`config.mk`:
```
export PLATFORM = sky130hd
export DESIGN_NAME = ldct_front
export DESIGN_NICKNAME = d
export VERILOG_FILES = /design/src/hdl/ldct_pkg.sv /design/src/hdl/ldct_front.sv
export SDC_FILE = /design/constraint.sdc
export NUM_CORES = 1
export LEC_CHECK = 0
export BUFFER_PORTS_ARGS = -buffer_cell sky130_fd_sc_hd__buf_2
export CAP_MARGIN = 20
export CORE_AREA = 2 2 192 194
export DETAILED_ROUTE_END_ITERATION = 10
export DIE_AREA = 0 0 194 196
export PLACE_DENSITY = 0.53
export SLEW_MARGIN = 40
export SYNTH_ARGS = -nofsm -noshare
export SYNTH_HDL_FRONTEND = slang
export SYNTH_SLANG_ARGS = --single-unit
```
`constraint.sdc`:
```
create_clock -name clk_i -period 4.35 [get_ports clk_i]
set_input_delay 0.2175 -clock clk_i [delete_from_list [all_inputs] [get_ports clk_i]]
set_output_delay 0.2175 -clock clk_i [all_outputs]
set_load 0.01 [all_outputs]
```
`src/hdl/ldct_pkg.sv`:
```
`default_nettype none
package ldct_pkg;

  localparam int unsigned SampleW = 16;
  localparam int unsigned PredW   = 8;
  localparam int unsigned WorkW   = 32;
  localparam int unsigned LiftA   = 23013;
  localparam int unsigned LiftB   = 21407;
  localparam int unsigned LiftC   = 18293;

  typedef logic signed [SampleW-1:0] sample_t;
  typedef logic [PredW-1:0]          pred_t;
  typedef logic signed [WorkW-1:0]   work_t;

  typedef struct packed {
    sample_t [3:0] smp;
    pred_t   [3:0] pred;
  } row_t;

  typedef struct packed {
    sample_t [3:0] val;
    logic    [1:0] row_index;
    logic          last_row;
    logic          overflow;
  } res_t;

  // Block handed from the front to the back; dir latched at the fourth row.
  typedef struct packed {
    logic          dir;
    sample_t [15:0] smp;
    pred_t   [15:0] pred;
  } blk_t;

  typedef enum logic [3:0] {
    ST_LOAD = 4'b0001,
    ST_PASS1 = 4'b0010,
    ST_PASS2 = 4'b0100,
    ST_EMIT = 4'b1000
  } bk_state_e;

endpackage
`default_nettype wire

```
`src/hdl/ldct_front.sv`:
```
`default_nettype none
// Gather four rows into a block and push it into the block queue.
module ldct_front (
  input  wire logic            clk_i,
  input  wire logic            rst_ni,
  input  wire logic            dir_i,
  input  wire logic            in_valid_i,
  output logic                 in_ready_o,
  input  wire ldct_pkg::row_t  in_data_i,
  output logic                 push_o,
  output ldct_pkg::blk_t       push_data_o,
  input  wire logic            full_i
);
  logic [1:0]               cnt_q;
  ldct_pkg::sample_t [11:0] smp_q;
  ldct_pkg::pred_t   [11:0] pred_q;
  logic                     acc;

  assign in_ready_o = !(cnt_q == 2'd3 && full_i);
  assign acc        = in_valid_i && in_ready_o;
  assign push_o     = acc && cnt_q == 2'd3;

  always_comb begin
    push_data_o.dir = dir_i;
    for (int j = 0; j < 12; j++) begin
      push_data_o.smp[j]  = smp_q[j];
      push_data_o.pred[j] = pred_q[j];
    end
    for (int j = 0; j < 4; j++) begin
      push_data_o.smp[12+j]  = in_data_i.smp[j];
      push_data_o.pred[12+j] = in_data_i.pred[j];
    end
  end

  always_ff @(posedge clk_i or negedge rst_ni) begin
    if (!rst_ni) begin
      cnt_q <= 2'd0;
    end else if (acc) begin
      cnt_q <= cnt_q + 2'd1;
    end
  end

  always_ff @(posedge clk_i) begin
    if (acc && cnt_q != 2'd3) begin
      for (int j = 0; j < 4; j++) begin
        smp_q[{cnt_q, 2'(j)}]  <= in_data_i.smp[j];
        pred_q[{cnt_q, 2'(j)}] <= in_data_i.pred[j];
      end
    end
  end
endmodule
`default_nettype wire

```
# Word level (Yosys, flattened, before mapping)
# Index checks and enable logic that the tools add are counted.
[word_totals] reg_bits=290 input_bits=101 elab_cells=69
[classes] add_sub_neg=1 magnitude_cmp=8 n_eq_ne=2 mux=24 reduce_logical=9
[op_table] cell="$bwmux W192" count=4
[op_table] cell="$bwmux W96" count=4
[op_table] cell="$demux W16 S2" count=4
[op_table] cell="$demux W8 S2" count=4
[op_table] cell="$mux W16" count=4
[op_table] cell="$mux W8" count=4
[op_table] cell="$lt A4 B5 Y1 const B" count=4
[op_table] cell="$ge A4 B1 Y1 const B" count=4
[op_table] cell="$logic_and A1 B1 Y1" count=8
[op_table] cell="$add A2 B1 Y2 const B" count=1
[op_table] cell="$eq A2 B2 Y1 const B" count=1
[op_table] cell="$ne A2 B2 Y1 const B" count=1
[op_table] cell="$logic_not A1 Y1" count=1

# Longest topological paths before layout
# Gate-level depths: netlist of run 1.
[logic_depth] word_depth=8 mapped_depth=4

# Worst setup path after synthesis of run 1
# No wires, ideal clock.
[synth_path] path_type="register -> register" startpoint="register cnt_q[0]" endpoint="register smp_q, in the netlist push_data_o[256], enable pin" setup_time_ns=0.466 arrival_time_ns=3.115 setup_slack_ns=0.769 path_stages_with_launch=5 path_buffers=1 cell_sequence="dfrtp_1 -> inv_1 -> ha_1 -> clkbuf_2 -> and2_1"
[synth_between] elab_chain_len=5 word_cells_on_any_way=6 classes_between="eq/ne: 2; reduce/logical: 4"
[synth_lines] item="start: declaration" line="ldct_front.sv:14" rtl="logic [1:0] cnt_q;"
[synth_lines] item="start signal: assignment" line="ldct_front.sv:39" rtl="cnt_q <= cnt_q + 2'd1;"
[synth_lines] item="$eq A2 B2 Y1" line="ldct_front.sv:19" rtl="assign in_ready_o = !(cnt_q == 2'd3 && full_i);"
[synth_lines] item="$logic_and A1 B1 Y1" line="ldct_front.sv:19"
[synth_lines] item="$logic_not A1 Y1" line="ldct_front.sv:19"
[synth_lines] item="$logic_and A1 B1 Y1" line="ldct_front.sv:20" rtl="assign acc = in_valid_i && in_ready_o;"
[synth_lines] item="$logic_and A1 B1 Y1 (*)" line="ldct_front.sv:44" rtl="if (acc && cnt_q != 2'd3) begin"
[synth_lines] item="end signal: indexed assignment" line="ldct_front.sv:46" rtl="smp_q[{cnt_q, 2'(j)}] <= in_data_i.smp[j];"
[synth_lines] item="end: declaration" line="ldct_front.sv:15" rtl="ldct_pkg::sample_t [11:0] smp_q;"
# Mark *: on every way between the ends. The rest lies on a longest branch, timed or not.
# A chain may end at the register's enable or synchronous reset.

# Final worst setup path of run 1
[layout_path] startpoint="register cnt_q[1]" endpoint="register pred_q, in the netlist push_data_o[41], enable pin"
[layout_between] elab_chain_len=5 word_cells_on_any_way=6 classes_between="eq/ne: 2; reduce/logical: 4"
[layout_lines] item="$eq A2 B2 Y1" line="ldct_front.sv:19"
[layout_lines] item="$logic_and A1 B1 Y1" line="ldct_front.sv:19"
[layout_lines] item="$logic_not A1 Y1" line="ldct_front.sv:19"
[layout_lines] item="$logic_and A1 B1 Y1" line="ldct_front.sv:20"
[layout_lines] item="$logic_and A1 B1 Y1 (*)" line="ldct_front.sv:44"
[layout_lines] item="end signal: indexed assignment" line="ldct_front.sv:47" rtl="pred_q[{cnt_q, 2'(j)}] <= in_data_i.pred[j];"
[layout_lines] item="end: declaration" line="ldct_front.sv:16" rtl="ldct_pkg::pred_t [11:0] pred_q;"
# Marked as above.

==> impl_table.tex, run 1 <==
\begin{tabular}{lr}
\hline
Metric & Value \\
\hline
\multicolumn{2}{l}{\textbf{Run status}} \\
Outcome & complete, no violations \\
\multicolumn{2}{l}{\textbf{Drt}} \\
Number of design rule violations left after detail routing & 0 \\
Violation count after the first detailed-route iteration & 187 \\
Wire length per cell & 17.2 microns \\
DRT antenna net count & 0 \\
Total number of vias & 5823 \\
Total length of routed wires & 25300 microns \\
Pre-Repair DR Iteration Count & 5 \\
DR vias/cell & 3.96 \\
\multicolumn{2}{l}{\textbf{Setup path}} \\
Crit. End Element & flip-flop \\
WP data arrival & 2.87 ns \\
Crit-path max FO & 49 \\
Startpoint type of the worst setup path & flip-flop \\
Path type of the worst setup path & flip-flop to flip-flop \\
Required time of the critical path & 4.55 ns \\
\multicolumn{2}{l}{\textbf{Synth}} \\
Proportion of synthesized flip-flops having asynchronous set or reset & 0.00690 \\
Net count after synthesis & 585 \\
List of most frequent post-synthesis cells & edfxtp\_1 (288), buf\_4 (97), and2\_1 (75) \\
Cell accounting for the most synthesized area & edfxtp\_1 \\
Synthesized cell area & 10000 sq um \\
Post-synth EDFFs & 288 \\
Cell variety after synth & 13 \\
Warnings from Yosys & 0 \\
Number of instances in the synthesized netlist & 480 \\
Library cell with the highest instance count after synthesis & edfxtp\_1 \\
Seq cells post-synth & 290 \\
Flip-flop cell with the highest count after synthesis & edfxtp\_1 \\
Fraction of the yosys area taken by sequential cells & 0.867 \\
Area share of the largest cell type after synthesis & 0.862 \\
Mean cell area of the mapped netlist & 20.9 sq um \\
Ranking of synthesized cells by area & edfxtp\_1 (86\%), buf\_4 (7.3\%), and2\_1 (4.7\%), dfrtp\_1 (0.50\%), ha\_1 (0.50\%) \\
\multicolumn{2}{l}{\textbf{Die}} \\
Placeable core region & 36100 sq um \\
Number of ports placed on the die boundary & 488 \\
Vert. Die Dim & 196 microns \\
Initial core utilization & 0.278 \\
\# rows & 70 \\
Die Wd & 194 microns \\
Die area & 38000 sq um \\
\multicolumn{2}{l}{\textbf{Finish}} \\
Final non-filler cell total & 1472 \\
Fraction of layout cells with a size suffix above 1 & 0.531 \\
Number of nets in the layout & 1090 \\
Post-route standard cell area excluding fillers & 14100 sq um \\
Antenna Cells & 0 \\
Area grow syn2layout & 40.8\% \\
\multicolumn{2}{l}{\textbf{STA}} \\
Final count of hold timing violations & 0 \\
Setup clock skew after layout & 0.00504 ns \\
Slew at the pin closest to its max-slew limit & 0.755 ns \\
Finish-stage setup viols & 0 \\
Setup TNS & 0 ns \\
Worst hold slack & 0.0306 ns \\
Min setup slack post-route & 1.68 ns \\
Final critical path time including I/O delays and setup & 2.67 ns \\
Worst slew margin relative to its limit & 0.497 \\
RSZ-0062 raised after global routing & no \\
Share of the clock period used by the worst path after layout & 0.613 \\
Max-slew violation count & 0 \\
Highest achievable clock rate & 375 MHz \\
\multicolumn{2}{l}{\textbf{Pwr}} \\
Pwr per Cell Area & 540 nW/um\^{}2 \\
Internal Pwr Total & 5.59 mW \\
Sequential power share & 0.501 \\
Switching share of total power & 0.267 \\
Fraction of power consumed by the clock network & 0.300 \\
Power dissipated by switching net loads & 2.04 mW \\
Portion of total power attributed to combinational logic & 0.199 \\
Leakage dissipation & 5.70 nW \\
Worst-case vdd ir drop & 0.350 mV \\
\multicolumn{2}{l}{\textbf{Clock tree}} \\
Bufs on Longest Clock Path & 3 \\
Clock tree from TritonCTS & yes \\
Number of instances resized during post-cts repair & 0 \\
Cts bufs inserted & 28 \\
Clock insertion delay at the later pin of the skew report & 0.53 ns \\
TritonCTS Sinks & 290 \\
H-tree depth & 1 \\
Root buf cell & clkbuf\_16 \\
Clock transition time at the flip-flop clock pins of the worst setup and hold paths & 0.06 ns \\
\multicolumn{2}{l}{\textbf{Global route}} \\
Busiest grt layer & met2 \\
Maximum number of pins on one net before global-route repair & 54 \\
Met3 track demand over resource & 0.0287 \\
Antenna violations before repair & 1 \\
GR Layer Usage met2 & 0.217 \\
Vias in the first global route & 5625 \\
Met1 global-route usage & 0.149 \\
Global-route congestion overflow total & 0 \\
Wire length of the first global-routing pass & 35700 microns \\
GRT Overall Usage & 0.124 \\
\multicolumn{2}{l}{\textbf{Place}} \\
GPL Wtd Cong & 0.747 \\
Port Buf Inserts & 485 \\
Number of placed instances with taps included & 1334 \\
Cell area reported after detailed placement & 12400 sq um \\
Post-detailed-placement half-perimeter wirelength & 17300 microns \\
Placement-stage worst setup slack & 1.54 ns \\
\multicolumn{2}{l}{\textbf{Run}} \\
Number of maximum-capacitance constraint violations & 0 \\
\multicolumn{2}{l}{\textbf{Hold path}} \\
Classification of the worst-slack hold path & input pin to flip-flop \\
\hline
\end{tabular}
what timing repair did:
item	4_1_cts	5_1_grt
hold buffers	88	0
buffers inserted	0	0
endpoints found under the setup margin	0	0
endpoints found under the hold margin	252	0
critical path: stages (launching register included):
cell and delay (ns):
dfrtp_1 0.42, inv_1 0.10, ha_1 0.65, and2_4 0.73, buf_12 0.35
area by class of cell:
type	count	area (sq um)
flip-flops and latches	290	8700
well taps	468	586
clock inverters	13	114
multi-input cells	85	584
fillers	3369	21900
inverters	2	7.51
repair buffers	578	3400
clock buffers	36	752
final timing paths:
kind,start,endpoint,slack [ns],cells after the start
setup / recovery,cnt_q[1],push_data_o[41],1.68,4
setup reg to reg,cnt_q[1],push_data_o[41],1.68,4
min in group asynchronous,rst_ni,cnt_q[1],0.52,3
max in group asynchronous,rst_ni,cnt_q[0],3.71,3
hold reg to reg,cnt_q[1],cnt_q[1],0.60,1
hold / removal,in_data_i[81],push_data_o[305],0.03,2
cell families after synthesis:
family                   Yosys count  synth area share
adder cells (fa/ha/maj)            4           0.00499
multiplexers                       1           0.00150
buffers and inverters            105            0.0763
AND/OR/NAND/NOR                   78            0.0487
flip-flops                       290             0.867
AO/OA/AOI/OAI                      1           0.00112
XOR/XNOR                           1          0.000873
sequential cells by signal, indices dropped and copies added, names as in the netlist:
signal,count
cnt_q,2
push_data_o,288
layer usage:
| layer | wire (microns) | up-vias |
|---|---|---|
| li1 | - | 2676 |
| met1 | 9960 | 2805 |
| met2 | 12800 | 291 |
| met3 | 1750 | 49 |
| met4 | 779 | 2 |
| met5 | 13 | - |
metrics by stage:
stage / total power, mW / util
final: 7.63 / 0.392
after global routing: 7.99 / 0.392
after CTS: 7.75 / 0.391
after detailed placement: 5.38 / 0.343
after global placement: 5.36 / 0.343
after floorplan: 4.68 / -
cells in the final DEF (no fill, tap or decap), drive strengths merged:
master / instances
a21boi: 1
and2: 75
and3b: 1
buf: 490
bufinv: 2
clkbuf: 36
clkinv: 10
clkinvlp: 1
dfrtp: 2
dlygate4sd3: 88
edfxtp: 288
ha: 4
inv: 2
mux2: 1
nand2: 1
nor2b: 1
xnor2: 1
power groups by stage:
stage               registers, mW  clock network (mW)  logic, mW
floorplan                    4.17                   0      0.516
detailed placement           3.88                   0       1.50
CTS                          3.83                2.36       1.56
global route                 3.86                2.47       1.65
finish                       3.82                2.29       1.52
global placement             3.88                   0       1.48
No activity file was read; power rests on OpenSTA's default activity.
==> run 2, diff against run 1 <==
--- a/config.mk
+++ b/config.mk
@@ -5,12 +5,13 @@
 export SDC_FILE = /design/constraint.sdc
 export NUM_CORES = 1
 export LEC_CHECK = 0
+export ABC_AREA = 1
 export BUFFER_PORTS_ARGS = -buffer_cell sky130_fd_sc_hd__buf_2
 export CAP_MARGIN = 20
-export CORE_AREA = 2 2 192 194
+export CORE_AREA = 2 2 188 190
 export DETAILED_ROUTE_END_ITERATION = 10
-export DIE_AREA = 0 0 194 196
-export PLACE_DENSITY = 0.53
+export DIE_AREA = 0 0 190 192
+export PLACE_DENSITY = 0.57
 export SLEW_MARGIN = 40
 export SYNTH_ARGS = -nofsm -noshare
 export SYNTH_HDL_FRONTEND = slang
==> constraint.sdc (replaced) <==
create_clock -name clk_i -period 2.1 [get_ports clk_i]
set_input_delay 0.105 -clock clk_i [delete_from_list [all_inputs] [get_ports clk_i]]
set_output_delay 0.105 -clock clk_i [all_outputs]
set_load 0.01 [all_outputs]
==> run 2 against run 1 <==
Synthesized area rose by 1.6%. Routed wire length is 5.6% higher. Register-to-register slack got worse by 1.3 ns. Total power rose by 110%. Critical path depth increased by 1. Sequential power up 110%. Cell count increased by 6.0%. Clock power increased by 120%. First-iteration DRC count up 18%. Critical path type unchanged.
==> impl_table.tex, run 2 <==
\begin{tabular}{lr}
\hline
Metric & Value \\
\hline
\multicolumn{2}{l}{\textbf{Setup path}} \\
Crit. End Element & flip-flop \\
Path type of the worst setup path & flip-flop to flip-flop \\
Startpoint type of the worst setup path & flip-flop \\
WP data arrival & 1.93 ns (-0.94 ns) \\
Crit-path max FO & 55 (+12\%) \\
Launching point of the worst reg2reg path & cnt\_q[0] \\
Critical path origin & cnt\_q[0] \\
Required time of the critical path & 2.29 ns (-2.26 ns) \\
\multicolumn{2}{l}{\textbf{Finish}} \\
Fraction of layout cells with a size suffix above 1 & 0.490 (-0.0408) \\
Antenna Cells & 0 (unchanged) \\
Number of nets in the layout & 1189 (+9.1\%) \\
Area grow syn2layout & 42.2\% \\
Max FFs per register & 288 (unchanged) \\
Commonest cells after routing, fill and taps aside & buf\_2 (485), edfxtp\_1 (288), dlygate4sd3\_1 (101), inv\_1 (79), nand2\_1 (77) \\
Most common cell after layout, fill and taps aside & buf\_2 \\
Post-route standard cell area excluding fillers & 14500 sq um (+2.6\%) \\
\multicolumn{2}{l}{\textbf{STA}} \\
Finish-stage setup viols & 0 (unchanged) \\
Setup TNS & 0 ns (unchanged) \\
Worst slew margin relative to its limit & 0.764 (+0.267) \\
Final critical path time including I/O delays and setup & 1.74 ns (-0.929 ns) \\
Max-slew violation count & 0 (unchanged) \\
Final count of hold timing violations & 0 (unchanged) \\
Setup clock skew after layout & 0.0122 ns (+0.00720 ns) \\
RSZ-0062 raised after global routing & no \\
Slew at the pin closest to its max-slew limit & 0.354 ns (-0.400 ns) \\
Share of the clock period used by the worst path after layout & 0.827 (+0.214) \\
Highest achievable clock rate & 576 MHz (+54\%) \\
\multicolumn{2}{l}{\textbf{Synth}} \\
Fraction of the yosys area taken by sequential cells & 0.853 (-0.0139) \\
Mean cell area of the mapped netlist & 18.1 sq um (-14\%) \\
Ranking of synthesized cells by area & edfxtp\_1 (85\%), buf\_4 (7.2\%), inv\_1 (2.9\%), nand2\_1 (2.8\%), buf\_6 (0.88\%) \\
List of most frequent post-synthesis cells & edfxtp\_1 (288), buf\_4 (98), inv\_1 (79) \\
Warnings from Yosys & 0 (unchanged) \\
Synthesized cell area & 10200 sq um (+1.6\%) \\
Library cell with the highest instance count after synthesis & edfxtp\_1 \\
Post-synth EDFFs & 288 (unchanged) \\
Number of instances in the synthesized netlist & 564 (+18\%) \\
Net count after synthesis & 669 (+14\%) \\
Cell variety after synth & 10 (-3) \\
Proportion of synthesized flip-flops having asynchronous set or reset & 0.00690 (unchanged) \\
Cell accounting for the most synthesized area & edfxtp\_1 \\
Seq cells post-synth & 290 (unchanged) \\
Area share of the largest cell type after synthesis & 0.848 (-0.0138) \\
Flip-flop cell with the highest count after synthesis & edfxtp\_1 \\
\multicolumn{2}{l}{\textbf{Drt}} \\
Wire length the detailed router placed on met1 & 9790 microns (-1.8\%) \\
Total length of routed wires & 26800 microns (+5.6\%) \\
Met2 WL & 13900 microns (+8.6\%) \\
Met3 routed WL & 2270 microns (+29\%) \\
Violation count after the first detailed-route iteration & 221 (+18\%) \\
Topmost layer with routed signal wires & met4 \\
Wire length per cell & 17.1 microns (-0.41\%) \\
DR vias/cell & 4.03 (+1.8\%) \\
Number of design rule violations left after detail routing & 0 (unchanged) \\
Pre-Repair DR Iteration Count & 6 (+1) \\
DRT antenna net count & 0 (unchanged) \\
Total number of vias & 6289 (+8.0\%) \\
\multicolumn{2}{l}{\textbf{Clock tree}} \\
Post-CTS Hold Buffers & 101 (+15\%) \\
Bufs on Longest Clock Path & 3 (unchanged) \\
Number of instances resized during post-cts repair & 0 (unchanged) \\
TritonCTS Sinks & 290 (unchanged) \\
Clock tree from TritonCTS & yes \\
Root buf cell & clkbuf\_16 \\
H-tree depth & 1 (unchanged) \\
Clock transition time at the flip-flop clock pins of the worst setup and hold paths & 0.06 ns (about the same) \\
Clock insertion delay at the later pin of the skew report & 0.54 ns (about the same) \\
Post-CTS setup buffers & 0 (unchanged) \\
Cts bufs inserted & 29 (+3.6\%) \\
\multicolumn{2}{l}{\textbf{Die}} \\
Number of ports placed on the die boundary & 488 (unchanged) \\
Die area & 36500 sq um (-4.1\%) \\
Vert. Die Dim & 192 microns (-2.0\%) \\
\# rows & 68 (-2.9\%) \\
Placeable core region & 34300 sq um (-5.0\%) \\
Die Wd & 190 microns (-2.1\%) \\
Initial core utilization & 0.298 (+0.0194) \\
\multicolumn{2}{l}{\textbf{Place}} \\
Cell area reported after detailed placement & 12600 sq um (+1.5\%) \\
GPL Wtd Cong & 0.731 (-2.1\%) \\
Port Buf Inserts & 485 (unchanged) \\
Post-detailed-placement half-perimeter wirelength & 17800 microns (+2.8\%) \\
\multicolumn{2}{l}{\textbf{Pwr}} \\
Portion of total power attributed to combinational logic & 0.201 (+0.002) \\
Sequential power share & 0.484 (-0.017) \\
Pwr per Cell Area & 1120 nW/um\^{}2 (+110\%) \\
Internal Pwr Total & 11.7 mW (+110\%) \\
Leakage dissipation & 6.38 nW (+12\%) \\
Switching share of total power & 0.275 (+0.00781) \\
Total power of the final layout & 16.2 mW (+110\%) \\
Worst-case vdd ir drop & 0.584 mV (+67\%) \\
Fraction of power consumed by the clock network & 0.315 (+0.015) \\
Power dissipated by switching net loads & 4.45 mW (+120\%) \\
\multicolumn{2}{l}{\textbf{Global route}} \\
Antenna violations before repair & 0 (-1) \\
Maximum number of pins on one net before global-route repair & 56 (+3.7\%) \\
Vias in the first global route & 6231 (+11\%) \\
Global-route congestion overflow total & 0 (unchanged) \\
GRT Overall Usage & 0.136 (+0.0117) \\
Wire length of the first global-routing pass & 37000 microns (+3.9\%) \\
\multicolumn{2}{l}{\textbf{Run}} \\
Number of maximum-capacitance constraint violations & 0 (unchanged) \\
\multicolumn{2}{l}{\textbf{Hold path}} \\
Min-delay src & dir\_i \\
Classification of the worst-slack hold path & input pin to output pin \\
\multicolumn{2}{l}{\textbf{Run status}} \\
Outcome & complete, no violations \\
\hline
\end{tabular}
run 2: cell types whose count changed after synthesis, sizes merged, moves of 3 or more:
cell    before  now
and2        75    0
buf         97  106
clkbuf       6    0
inv          2   79
nand2        1   78
nand3        0    4
nor2         0    3
run 2: stage by stage:
step | setup slack, ns | instances | utilization | hold slack, ns
CTS | 0.350 | 1561 | 0.423 | 0.211
floorplan | -0.597 | 564 | - | -0.191
detailed placement | 0.367 | 1407 | 0.366 | -0.103
global placement | 0.395 | 1407 | 0.366 | -0.105
finish | 0.364 | 1561 | 0.423 | 0.210
global route | 0.290 | 1561 | 0.423 | 0.210
run 2: worst paths after layout:
path                                    end  slack [ns]  cells after the start
setup / recovery           push_data_o[229]        0.36                      5
hold / removal             push_data_o[384]        0.21                      0
setup reg to reg           push_data_o[229]        0.36                      5
hold reg to reg                    cnt_q[1]        0.55                      2
max in group asynchronous          cnt_q[1]        1.54                      3
min in group asynchronous          cnt_q[0]        0.44                      3
run 2: kinds of logic (layout without fill, tap and decap cells):
logic type / count (synthesis) / after routing / share of synthesized area
simple gates: 85 / 85 / 0.0325
flops: 290 / 290 / 0.853
fa+ha+maj: 4 / 4 / 0.00491
buf+inv: 185 / 727 / 0.110
run 2: layout make-up:
cell class	count	area [sq um]
clock buffers	33	741
clock inverters	20	204
fillers	3076	19800
inverters	79	297
multi-input cells	89	419
flip-flops and latches	290	8700
well taps	455	569
repair buffers	595	3580
run 2: metal layers:
layer / vias up / global-route usage
met3: 58 / 0.0349
met4: 0 / 0.0462
met1: 3020 / 0.149
met2: 322 / 0.253
met5: - / 0
li1: 2889 / -
run 2: power groups by stage:
stage          Sequential, mW  Combinational, mW  Clock [mW]
2_1_floorplan            8.48               1.23           0
3_3_place_gp             7.95               3.15           0
3_5_place_dp             7.96               3.19           0
4_1_cts                  7.85               3.34        5.26
5_1_grt                  7.91               3.57        5.48
6_report                 7.84               3.26        5.10
run 2: critical path, cell delays in order (launching register included):
cell     delay [ns]
dfrtp_1        0.41
ha_2           0.23
inv_1          0.10
nand3_4        0.12
nor2_4         0.16
buf_12         0.31
